## config.mk

```make
export PLATFORM = sky130hd
export DESIGN_NAME = texel_format_packer_flat
export DESIGN_NICKNAME = d
export VERILOG_FILES = /design/src/sv/tfp_pkg.sv /design/src/sv/tfp_if.sv /design/src/sv/texel_format_packer.sv /design/src/flat_wrapper.sv
export SDC_FILE = /design/constraint.sdc
export NUM_CORES = 1
export LEC_CHECK = 0
export BUFFER_PORTS_ARGS = -buffer_cell sky130_fd_sc_hd__buf_2
export CORE_MARGIN = 1
export CORE_UTILIZATION = 40
export CTS_CLUSTER_SIZE = 8
export DETAILED_ROUTE_END_ITERATION = 8
export HOLD_SLACK_MARGIN = 0.02
export PLACE_DENSITY = 0.53
export SETUP_SLACK_MARGIN = 0.2
export SLEW_MARGIN = 20
export SYNTH_ARGS = -nofsm -noshare
export SYNTH_HDL_FRONTEND = slang
export SYNTH_SLANG_ARGS = --single-unit
```

## constraint.sdc

```tcl
create_clock -name clk -period 17.3 [get_ports clk]
set_input_delay 1.73 -clock clk [delete_from_list [all_inputs] [get_ports clk]]
set_output_delay 1.73 -clock clk [all_outputs]
set_load 0.05 [all_outputs]
```

## src/sv/tfp_pkg.sv

```systemverilog
`timescale 1ns / 1ps
`default_nettype none

package tfp_pkg;

    localparam int unsigned CHANNEL_W         = 8;
    localparam int unsigned WORD_W            = 64;
    localparam int unsigned TEXEL_W           = 32;
    localparam int unsigned FILL_W            = 7;
    localparam int unsigned TEXEL_N_W         = 6;
    localparam int unsigned CFG_INDEX_W       = 2;
    localparam int unsigned CFG_DATA_W        = 3;
    localparam int unsigned OUT_DEPTH_DEFAULT = 8;

    localparam logic [CFG_INDEX_W-1:0] REG_PIXEL_FORMAT  = 2'd0;
    localparam logic [CFG_INDEX_W-1:0] REG_TEXEL_SIZE    = 2'd1;
    localparam logic [CFG_INDEX_W-1:0] REG_CHANNEL_COUNT = 2'd2;

    localparam logic [1:0] FMT_RGBA = 2'd0;
    localparam logic [1:0] FMT_I    = 2'd1;
    localparam logic [1:0] FMT_IA   = 2'd2;

    localparam logic [1:0] SIZE_4  = 2'd0;
    localparam logic [1:0] SIZE_8  = 2'd1;
    localparam logic [1:0] SIZE_16 = 2'd2;
    localparam logic [1:0] SIZE_32 = 2'd3;

    localparam logic [2:0] CH_GRAY       = 3'd1;
    localparam logic [2:0] CH_GRAY_ALPHA = 3'd2;
    localparam logic [2:0] CH_RGB        = 3'd3;
    localparam logic [2:0] CH_RGBA       = 3'd4;

    localparam logic [1:0] RESET_PIXEL_FORMAT  = FMT_RGBA;
    localparam logic [1:0] RESET_TEXEL_SIZE    = SIZE_32;
    localparam logic [2:0] RESET_CHANNEL_COUNT = CH_RGBA;

    typedef struct packed {
        logic [WORD_W-1:0] packed_word;
        logic              last_word;
    } out_entry_t;

endpackage

`default_nettype wire

```

## src/sv/tfp_if.sv

```systemverilog
`timescale 1ns / 1ps
`default_nettype none

interface tfp_pixel_if
    import tfp_pkg::*;
    ();
    logic                 valid;
    logic                 ready;
    logic [CHANNEL_W-1:0] first_channel;
    logic [CHANNEL_W-1:0] second_channel;
    logic [CHANNEL_W-1:0] third_channel;
    logic [CHANNEL_W-1:0] fourth_channel;
    logic                 last_pixel;

    modport source (
        output valid, first_channel, second_channel, third_channel, fourth_channel,
               last_pixel,
        input  ready
    );
    modport sink (
        input  valid, first_channel, second_channel, third_channel, fourth_channel,
               last_pixel,
        output ready
    );
endinterface

interface tfp_word_if
    import tfp_pkg::*;
    ();
    logic              valid;
    logic              ready;
    logic [WORD_W-1:0] packed_word;
    logic              last_word;

    modport source (
        output valid, packed_word, last_word,
        input  ready
    );
    modport sink (
        input  valid, packed_word, last_word,
        output ready
    );
endinterface

`default_nettype wire

```

## src/sv/texel_format_packer.sv

```systemverilog
`timescale 1ns / 1ps
`default_nettype none

// Texel format packer.
// pixels: one source pixel per transfer (four 8-bit channels, last_pixel).
// words: 64-bit texel words, first texel in the top bits; last_word marks
//   the word that closes an image (partial words are zero-filled below).
// cfg_write/cfg_index/cfg_data: format, size and channel count registers;
//   write them only while no pixel is in flight.
// A pixel passes the input register, then is packed into the output queue.
// Throughput: one pixel per cycle while pixels.ready is high; a pixel may
//   produce up to two words, which drain through the output queue at one
//   word per cycle while words.ready is high.
// pixels.ready drops when the output queue could not take two words each
//   for the pixel in the input register and the next one, so a stalled
//   receiver backs up into the pixel stream without losing words.
// Reset clears the registers to rgba / 32 bits / 4 channels, empties the
//   word accumulator and the output queue.
// OUT_DEPTH must be at least 4.
module texel_format_packer
    import tfp_pkg::*;
#(
    parameter int unsigned OUT_DEPTH = OUT_DEPTH_DEFAULT
) (
    input  wire logic                   clk,
    input  wire logic                   rst_n,
    tfp_pixel_if.sink                   pixels,
    tfp_word_if.source                  words,
    input  wire logic                   cfg_write,
    input  wire logic [CFG_INDEX_W-1:0] cfg_index,
    input  wire logic [CFG_DATA_W-1:0]  cfg_data
);

    localparam int unsigned PTR_W = (OUT_DEPTH > 1) ? $clog2(OUT_DEPTH) : 1;
    localparam int unsigned CNT_W = $clog2(OUT_DEPTH + 1);

    logic [1:0] format_reg;
    logic [1:0] size_reg;
    logic [2:0] chans_reg;

    logic                 s1_valid_reg;
    logic [CHANNEL_W-1:0] c0_reg, c1_reg, c2_reg, c3_reg;
    logic                 last_reg;

    logic [WORD_W-1:0] acc_reg, acc_next;
    logic [FILL_W-1:0] fill_reg, fill_next;

    out_entry_t       queue_reg [OUT_DEPTH];
    logic [PTR_W-1:0] rd_ptr_reg, wr_ptr_reg;
    logic [CNT_W-1:0] count_reg, count_next;

    logic accept, pop;

    logic [2:0]            ch_eff;
    logic [CHANNEL_W-1:0]  r, g, b, a, gray;
    logic [15:0]           gray_sum;
    logic [TEXEL_W-1:0]    texel_v, texel_top;
    logic [TEXEL_N_W-1:0]  texel_n;
    logic [WORD_W+TEXEL_W-1:0] window;
    logic [FILL_W-1:0]     fill_sum, fill_mid;
    logic [WORD_W-1:0]     acc_mid;
    logic                  overflow, flush;
    logic [1:0]            push_cnt;
    out_entry_t            entry_a, entry_b;
    logic [PTR_W-1:0]      wr_ptr_1, wr_ptr_2, rd_ptr_1;
    logic [CNT_W+1:0]      need;

    assign accept = pixels.valid && pixels.ready;
    assign pop    = words.valid && words.ready;

    // configuration
    always_ff @(posedge clk or negedge rst_n)
    begin
        if (!rst_n)
        begin
            format_reg <= RESET_PIXEL_FORMAT;
            size_reg   <= RESET_TEXEL_SIZE;
            chans_reg  <= RESET_CHANNEL_COUNT;
        end
        else if (cfg_write)
        begin
            case (cfg_index)
                REG_PIXEL_FORMAT:  format_reg <= cfg_data[1:0];
                REG_TEXEL_SIZE:    size_reg   <= cfg_data[1:0];
                REG_CHANNEL_COUNT: chans_reg  <= cfg_data;
                default: ;
            endcase
        end
    end

    // input register
    always_ff @(posedge clk or negedge rst_n)
    begin
        if (!rst_n)
            s1_valid_reg <= 1'b0;
        else
            s1_valid_reg <= accept;
    end

    always_ff @(posedge clk)
    begin
        if (accept)
        begin
            c0_reg   <= pixels.first_channel;
            c1_reg   <= pixels.second_channel;
            c2_reg   <= pixels.third_channel;
            c3_reg   <= pixels.fourth_channel;
            last_reg <= pixels.last_pixel;
        end
    end

    // texel conversion
    always_comb
    begin
        if (chans_reg == 3'd0)
            ch_eff = CH_GRAY;
        else if (chans_reg > CH_RGBA)
            ch_eff = CH_RGBA;
        else
            ch_eff = chans_reg;

        gray_sum = 16'(c0_reg) * 16'd85 + 16'(c1_reg) * 16'd86 + 16'(c2_reg) * 16'd85;

        if (ch_eff >= CH_RGB)
        begin
            r    = c0_reg;
            g    = c1_reg;
            b    = c2_reg;
            a    = (ch_eff == CH_RGBA) ? c3_reg : 8'hFF;
            gray = gray_sum[15:8];
        end
        else
        begin
            r    = c0_reg;
            g    = c0_reg;
            b    = c0_reg;
            a    = (ch_eff == CH_GRAY_ALPHA) ? c1_reg : 8'hFF;
            gray = c0_reg;
        end

        texel_v = '0;
        texel_n = '0;
        case (format_reg)
            FMT_RGBA:
            begin
                case (size_reg)
                    SIZE_32:
                    begin
                        texel_v = {r, g, b, a};
                        texel_n = 6'd32;
                    end
                    SIZE_16:
                    begin
                        texel_v = {16'd0, r[7:3], g[7:3], b[7:3], a[7]};
                        texel_n = 6'd16;
                    end
                    default: ;
                endcase
            end
            FMT_I:
            begin
                case (size_reg)
                    SIZE_8:
                    begin
                        texel_v = {24'd0, gray};
                        texel_n = 6'd8;
                    end
                    SIZE_4:
                    begin
                        texel_v = {28'd0, gray[7:4]};
                        texel_n = 6'd4;
                    end
                    default: ;
                endcase
            end
            FMT_IA:
            begin
                case (size_reg)
                    SIZE_16:
                    begin
                        texel_v = {16'd0, gray, a};
                        texel_n = 6'd16;
                    end
                    SIZE_8:
                    begin
                        texel_v = {24'd0, gray[7:4], a[7:4]};
                        texel_n = 6'd8;
                    end
                    SIZE_4:
                    begin
                        texel_v = {28'd0, gray[7:5], a[7]};
                        texel_n = 6'd4;
                    end
                    default: ;
                endcase
            end
            default: ;
        endcase
    end

    // bit packing
    always_comb
    begin
        texel_top = texel_v << (TEXEL_N_W'(TEXEL_W) - texel_n);
        window    = {acc_reg, TEXEL_W'(0)} | ({texel_top, WORD_W'(0)} >> fill_reg);
        fill_sum  = fill_reg + FILL_W'(texel_n);
        overflow  = fill_sum > FILL_W'(WORD_W);

        if (overflow)
        begin
            acc_mid  = {window[TEXEL_W-1:0], TEXEL_W'(0)};
            fill_mid = fill_sum - FILL_W'(WORD_W);
        end
        else
        begin
            acc_mid  = window[WORD_W+TEXEL_W-1:TEXEL_W];
            fill_mid = fill_sum;
        end

        flush = last_reg && (fill_mid != '0);

        entry_a = '{packed_word: window[WORD_W+TEXEL_W-1:TEXEL_W], last_word: 1'b0};
        entry_b = '{packed_word: acc_mid, last_word: 1'b1};
        if (!overflow)
            entry_a = entry_b;

        push_cnt = '0;
        if (s1_valid_reg)
            push_cnt = 2'(overflow) + 2'(flush);

        acc_next  = acc_reg;
        fill_next = fill_reg;
        if (s1_valid_reg)
        begin
            acc_next  = flush ? '0 : acc_mid;
            fill_next = flush ? '0 : fill_mid;
        end
    end

    always_ff @(posedge clk or negedge rst_n)
    begin
        if (!rst_n)
        begin
            acc_reg  <= '0;
            fill_reg <= '0;
        end
        else
        begin
            acc_reg  <= acc_next;
            fill_reg <= fill_next;
        end
    end

    // output queue
    assign wr_ptr_1 = (wr_ptr_reg == PTR_W'(OUT_DEPTH - 1)) ? '0 : wr_ptr_reg + 1'b1;
    assign wr_ptr_2 = (wr_ptr_1 == PTR_W'(OUT_DEPTH - 1)) ? '0 : wr_ptr_1 + 1'b1;
    assign rd_ptr_1 = (rd_ptr_reg == PTR_W'(OUT_DEPTH - 1)) ? '0 : rd_ptr_reg + 1'b1;

    assign count_next = count_reg + CNT_W'(push_cnt) - CNT_W'(pop);
    assign need = (CNT_W+2)'(count_reg) + (CNT_W+2)'({s1_valid_reg, 1'b0}) + (CNT_W+2)'(2);

    assign pixels.ready = need <= (CNT_W+2)'(OUT_DEPTH);

    always_ff @(posedge clk)
    begin
        if (push_cnt != 2'd0)
            queue_reg[wr_ptr_reg] <= entry_a;
        if (push_cnt == 2'd2)
            queue_reg[wr_ptr_1] <= entry_b;
    end

    always_ff @(posedge clk or negedge rst_n)
    begin
        if (!rst_n)
        begin
            rd_ptr_reg <= '0;
            wr_ptr_reg <= '0;
            count_reg  <= '0;
        end
        else
        begin
            count_reg <= count_next;
            if (pop)
                rd_ptr_reg <= rd_ptr_1;
            case (push_cnt)
                2'd1:    wr_ptr_reg <= wr_ptr_1;
                2'd2:    wr_ptr_reg <= wr_ptr_2;
                default: ;
            endcase
        end
    end

    assign words.valid       = count_reg != '0;
    assign words.packed_word = queue_reg[rd_ptr_reg].packed_word;
    assign words.last_word   = queue_reg[rd_ptr_reg].last_word;

endmodule

`default_nettype wire

```

## src/flat_wrapper.sv

```systemverilog
// flat-port wrapper written by rule: the top's interface ports become plain ports
module texel_format_packer_flat import tfp_pkg::*;
#(
    parameter int unsigned OUT_DEPTH = OUT_DEPTH_DEFAULT
)
  (clk, rst_n, cfg_write, cfg_index, cfg_data, pixels_valid, pixels_first_channel, pixels_second_channel, pixels_third_channel, pixels_fourth_channel, pixels_last_pixel, pixels_ready, words_valid, words_packed_word, words_last_word, words_ready);
  tfp_pixel_if pixels_i ();
  tfp_word_if words_i ();
  input  wire logic clk;
  input  wire logic rst_n;
  input  wire logic cfg_write;
  input  wire logic [CFG_INDEX_W-1:0] cfg_index;
  input  wire logic [CFG_DATA_W-1:0] cfg_data;
  input wire logic [$bits(pixels_i.valid)-1:0] pixels_valid;
  input wire logic [$bits(pixels_i.first_channel)-1:0] pixels_first_channel;
  input wire logic [$bits(pixels_i.second_channel)-1:0] pixels_second_channel;
  input wire logic [$bits(pixels_i.third_channel)-1:0] pixels_third_channel;
  input wire logic [$bits(pixels_i.fourth_channel)-1:0] pixels_fourth_channel;
  input wire logic [$bits(pixels_i.last_pixel)-1:0] pixels_last_pixel;
  output wire logic [$bits(pixels_i.ready)-1:0] pixels_ready;
  output wire logic [$bits(words_i.valid)-1:0] words_valid;
  output wire logic [$bits(words_i.packed_word)-1:0] words_packed_word;
  output wire logic [$bits(words_i.last_word)-1:0] words_last_word;
  input wire logic [$bits(words_i.ready)-1:0] words_ready;
  assign pixels_i.valid = pixels_valid;
  assign pixels_i.first_channel = pixels_first_channel;
  assign pixels_i.second_channel = pixels_second_channel;
  assign pixels_i.third_channel = pixels_third_channel;
  assign pixels_i.fourth_channel = pixels_fourth_channel;
  assign pixels_i.last_pixel = pixels_last_pixel;
  assign pixels_ready = pixels_i.ready;
  assign words_valid = words_i.valid;
  assign words_packed_word = words_i.packed_word;
  assign words_last_word = words_i.last_word;
  assign words_i.ready = words_ready;
  texel_format_packer #(.OUT_DEPTH(OUT_DEPTH)) u_core (.clk(clk), .rst_n(rst_n), .pixels(pixels_i), .words(words_i), .cfg_write(cfg_write), .cfg_index(cfg_index), .cfg_data(cfg_data));
endmodule
```

* Yosys cells after proc, flatten, opt, wreduce, memory -nomap -nowiden *
Memory sizes are Yosys's and may differ from the RTL's.
Cells that the tools add are included.

operators by class
  equality and inequality tests = 14
  bitwise gates (word level) = 1
  magnitude comparators = 4
  reductions and logical operators = 14
  multipliers = 3
  multiplexer cells = 30
  shifts and indexed selects = 2
  add/subtract/negate cells = 13

operator list
  cell                                               number
  2-to-1 mux 64 bit                                  2
  OR 96 bit                                          1
  case mux 32 bit (3 select lines)                   1
  >> shifter 96 x 7 -> 96 bit                        1
  2-to-1 mux 65 bit                                  1
  case mux 32 bit (2 select lines)                   1
  2-to-1 mux 8 bit                                   6
  case mux 16 bit (3 select lines)                   1
  left shift 32 x 6 -> 32 bit                        1
  multiplier 8 x 7 -> 15 bit, second input constant  2
  case mux 6 bit (3 select lines)                    1
  adder 15 x 15 -> 16 bit                            1
  adder 16 x 15 -> 16 bit                            1
  case mux 8 bit (2 select lines)                    1
  2-to-1 mux 3 bit                                   5
  case mux 5 bit (3 select lines)                    1
  multiplier 8 x 6 -> 14 bit, second input constant  1
  2-to-1 mux 7 bit                                   2
  == test 3 bit, second input constant               4
  case mux 6 bit (2 select lines)                    1
  == test 2 bit, second input constant               5
  adder 3 x 1 -> 3 bit, second input constant        3
  == test 2 x 1 -> 1 bit, second input constant      4
  case mux 4 bit (2 select lines)                    1
  23 further kinds                                   33

storage, ports and cells
  flip-flop bits (word level) = 122
  output and inout port bits = 67
  word-level logic and storage cells = 96
  input bits = 43
  RAM bits = 520
  memories kept = 1

memory list
  name              words  width  rd ports  clocked after Yosys merged registers in  write ports  line                       source
  u_core.queue_reg  8      65     1         0                                        2            texel_format_packer.sv:48  out_entry_t queue_reg [OUT_DEPTH];

* Longest topological paths before layout *
  depth in word-level cells = 13
  mapped depth = 36
  depth with buffers taken out = 33

* Worst setup path before layout *
No wires, ideal clock.

  kind = register to register
  start = register u_core.c1_reg[6]
  end = memory u_core.queue_reg[1][8] (netlist name) (data pin)
  period minus slack after synthesis = 8.159 ns
  required time = 17.032 ns
  path buffers = 1
  path slack = 9.141 ns
  cell stages (with the launch flop) = 33
  setup time = 0.268 ns
  arrival time = 7.891 ns
  cell sequence = edfxtp_1 ha_1 inv_1 fa_1 fa_1 inv_1 ha_1 nor2b_1 nor2_1 nor2_1 o21ai_0 nand2_1 fa_1 inv_1 fa_1 inv_1 fa_1 inv_1 fa_1 ha_1 ha_1 buf_4 and3_1 o211ai_2 o211a_1 o21ai_0 nand2_1 o311ai_0 o41ai_2 a211oi_1 a21oi_2 a221oi_4 nor2_1

RTL lines
  element                 line                        source
  from (decl)             texel_format_packer.sv:42   logic [CHANNEL_W-1:0] c0_reg, c1_reg, c2_reg, c3_reg;
  from (signal assigned)  texel_format_packer.sv:105  c1_reg <= pixels.second_channel;
  to (decl)               texel_format_packer.sv:48

==> key figures <==
Run status
  • Status: finished clean

Layout
  • Max FFs per register: 520
  • Nets@finish: 3434
  • Share of post-route cells with drive strength above 1: 0.198
  • Diodes inserted: 0
  • Synthesis-to-layout area growth: 12.1%

Yosys
  • Sequential share of the synthesized area: 0.496
  • Cell accounting for the most synthesized area: edfxtp_1
  • Most frequent cells after synthesis: edfxtp_1, nor2_1, nand2_1
  • Dominant cell by count in the synthesized netlist: edfxtp_1
  • Post-synth top area share: 0.434
  • Cell variety after synth: 127
  • Largest cells by area after synthesis: edfxtp_1, mux4_2, dfrtp_1
  • Async set-reset flop share out of synthesis: 0.136
  • Syn Area/Cell: 11.9 sq um
  • Synth Register Bits: 640
  • Number of enable flip-flop cells after synthesis: 545
  • Netlist Area Pre-Place: 0.0377 sq mm
  • Synthesis Warnings: 0
  • Cells after Synth: 3166
  • Top_reg_cell synth: edfxtp_1
  • Mapped Nets: 3389

Die
  • Io pins: 110
  • Row Count: 112
  • Die Width: 309 um
  • Die footprint: 0.0955 sq mm
  • Die Ht: 309 um
  • Core box area: 0.0933 sq mm
  • Initial core utilization: 0.404

Detailed routing
  • Antenna-violating nets left: 0
  • Drt drc: 0
  • Via/cell ratio: 6.30
  • Routed WL: 139000 um
  • Wire per inst: 30.6 um
  • DRT iter0 DRCs: 3140
  • DR pass1 iterations: 7
  • Via Count: 28.6k

Hold path
  • Hold Crit Class: flip-flop to flip-flop
  • Min-delay src: u_core.queue_reg[1][0]
  • Hold EP: u_core.queue_reg[1][0]
  • WHS Path Cells: 2

Global routing
  • GRT Util Overall: 0.291
  • First-pass GRT wire length: 201000 um
  • Vias in the first global route: 28.5k
  • Largest net degree at the start of global routing: 87
  • Grt total ovfl: 0
  • Initial antenna violation count: 2

Placed design
  • Port bufs: 109
  • Placer Congestion: 1.01
  • Post-DP HPWL: 93400 um

Worst setup path
  • CP peak stage delay: 1.05 ns
  • Reg2reg path depth: 29
  • CP required: 17.67 ns
  • CP max stage cell: a222oi_1
  • CP Max Fanout: 9
  • Arr. time, crit path: 10.24 ns
  • Reg-to-Reg End: u_core.queue_reg[0][49]
  • Reg2reg setup slack: 7.43 ns
  • Worst Setup Path Type: flip-flop to flip-flop
  • R2R Path Start: u_core.c1_reg[3]
  • Nature of the critical path endpoint: flip-flop
  • Startpoint Class: flip-flop

CTS
  • CTS buffer count: 90
  • Reg clk slew, reported paths: 0.05 ns
  • # clock sinks: 640
  • H-tree levels: 3
  • Clock Path Buffers: 3
  • TritonCTS clock tree: done
  • Setup Fix Bufs, Post-CTS: 0
  • CTS root buf: clkbuf_16
  • Clk_lat worst skew: 0.70 ns
  • Post-CTS Hold Fix Bufs: 0
  • Post_cts resized: 0

STA
  • Final hold violations: 0
  • Unrepaired setup endpoints after global routing: false
  • Layout Skew: 0.0427 ns
  • Setup TNS: 0 ns
  • Shortest period the worst path allows: 9.87 ns
  • Maximum clock rate: 101 MHz
  • Worst-margin pin slew: 1.18 ns
  • Final slew viol count: 0
  • Final setup fails: 0
  • Slew margin rel.: 0.216
  • Final period utilization: 0.571

Flow run
  • Max-Cap Viols: 0
cell families (layout without fill, tap and decap cells):
group / count (synthesis) / count (layout) / share of synthesized area
and+or+nand+nor: 813 / 813 / 0.0986
DFF: 640 / 640 / 0.496
adders and majority gates: 180 / 180 / 0.0713
muxes: 253 / 253 / 0.115
xor gates and xnor gates: 22 / 22 / 0.00531
buffers and inverters: 404 / 517 / 0.0428
AOI/OAI and AO/OA: 854 / 854 / 0.170
per-stage QoR:
step           worst slack, ns   util  instance area, sq um  cells  hold WS, ns
4_1_cts                   7.53  0.453                 42300   4533        0.487
3_5_place_dp              7.53  0.425                 39600   4373        0.472
5_1_grt                   7.00  0.453                 42300   4533        0.492
2_1_floorplan             9.14      -                 37700   3166        0.438
3_3_place_gp              7.59  0.424                 39600   4373        0.461
6_report                  7.43  0.453                 42300   4533        0.488
per-layer routing:
layer | vias up | routed length (um) | track usage | share of wire
met1 | 14700 | 59200 | 0.397 | 0.43
li1 | 12200 | - | - | -
met4 | 2 | 5220 | 0.111 | 0.038
met3 | 288 | 9260 | 0.0417 | 0.067
met2 | 1367 | 65200 | 0.467 | 0.47
met5 | - | 14 | 0 | 0.00010
cells in the final DEF (no fill, tap or decap), types with 15 or more instances in the layout:
cell type	synthesis	layout
o21ai_1	20	20
a21o_1	19	19
clkbuf_1	164	62
inv_1	168	168
nor3_1	43	43
o21a_1	21	21
edfxtp_1	545	545
fa_1	58	58
mux2i_1	33	33
dfrtp_1	84	81
o2bb2ai_1	26	26
o21ai_0	120	120
nand3_1	38	38
a21oi_1	124	116
a211oi_1	22	22
nor2_1	336	335
o22ai_1	149	149
nand2b_1	27	27
and2_1	48	47
a31oi_1	22	22
buf_4	7	75
mux4_2	135	135
ha_1	122	122
a22o_1	59	59
clkbuf_16	0	91
a21oi_2	14	15
o221ai_1	36	36
buf_2	26	108
mux2_2	82	82
nor2b_1	19	18
nand2_1	220	209
layout make-up:
cell class | count | area, sq um
Clock buffer | 154 | 2520
Inverter | 173 | 652
Multi-Input combinational cell | 2122 | 17600
Fill cell | 8655 | 51100
Clock inverter | 6 | 111
Tap cell | 1254 | 1570
Sequential cell | 640 | 18700
Timing Repair Buffer | 184 | 1120
worst max path at each step:
stage,end,cells past startpoint,slack [ns],startpoint
4_1_cts,u_core.queue_reg[4][17],30,7.53,u_core.c1_reg[3]
2_1_floorplan,u_core.queue_reg[1][8],32,9.14,u_core.c1_reg[6]
5_1_grt,u_core.queue_reg[2][17],30,7.00,u_core.c1_reg[6]
3_3_place_gp,u_core.queue_reg[4][54],31,7.59,u_core.c1_reg[3]
6_report,u_core.queue_reg[0][49],29,7.43,u_core.c1_reg[3]
3_5_place_dp,u_core.queue_reg[0][49],29,7.53,u_core.c1_reg[3]
critical path: cells and delay by family, from the launching register on:
| family | cells | cell delay, ns |
|---|---|---|
| fa+ha+maj | 10 | 4.17 |
| compound gates | 9 | 3.49 |
| simple gates | 5 | 0.66 |
| flops | 1 | 0.53 |
| mux | 2 | 0.53 |
| buf+inv | 3 | 0.15 |
Power is left out: the tool's default activity adds up to more than one toggle a clock period on the data nets, which glitch-free logic cannot reach.
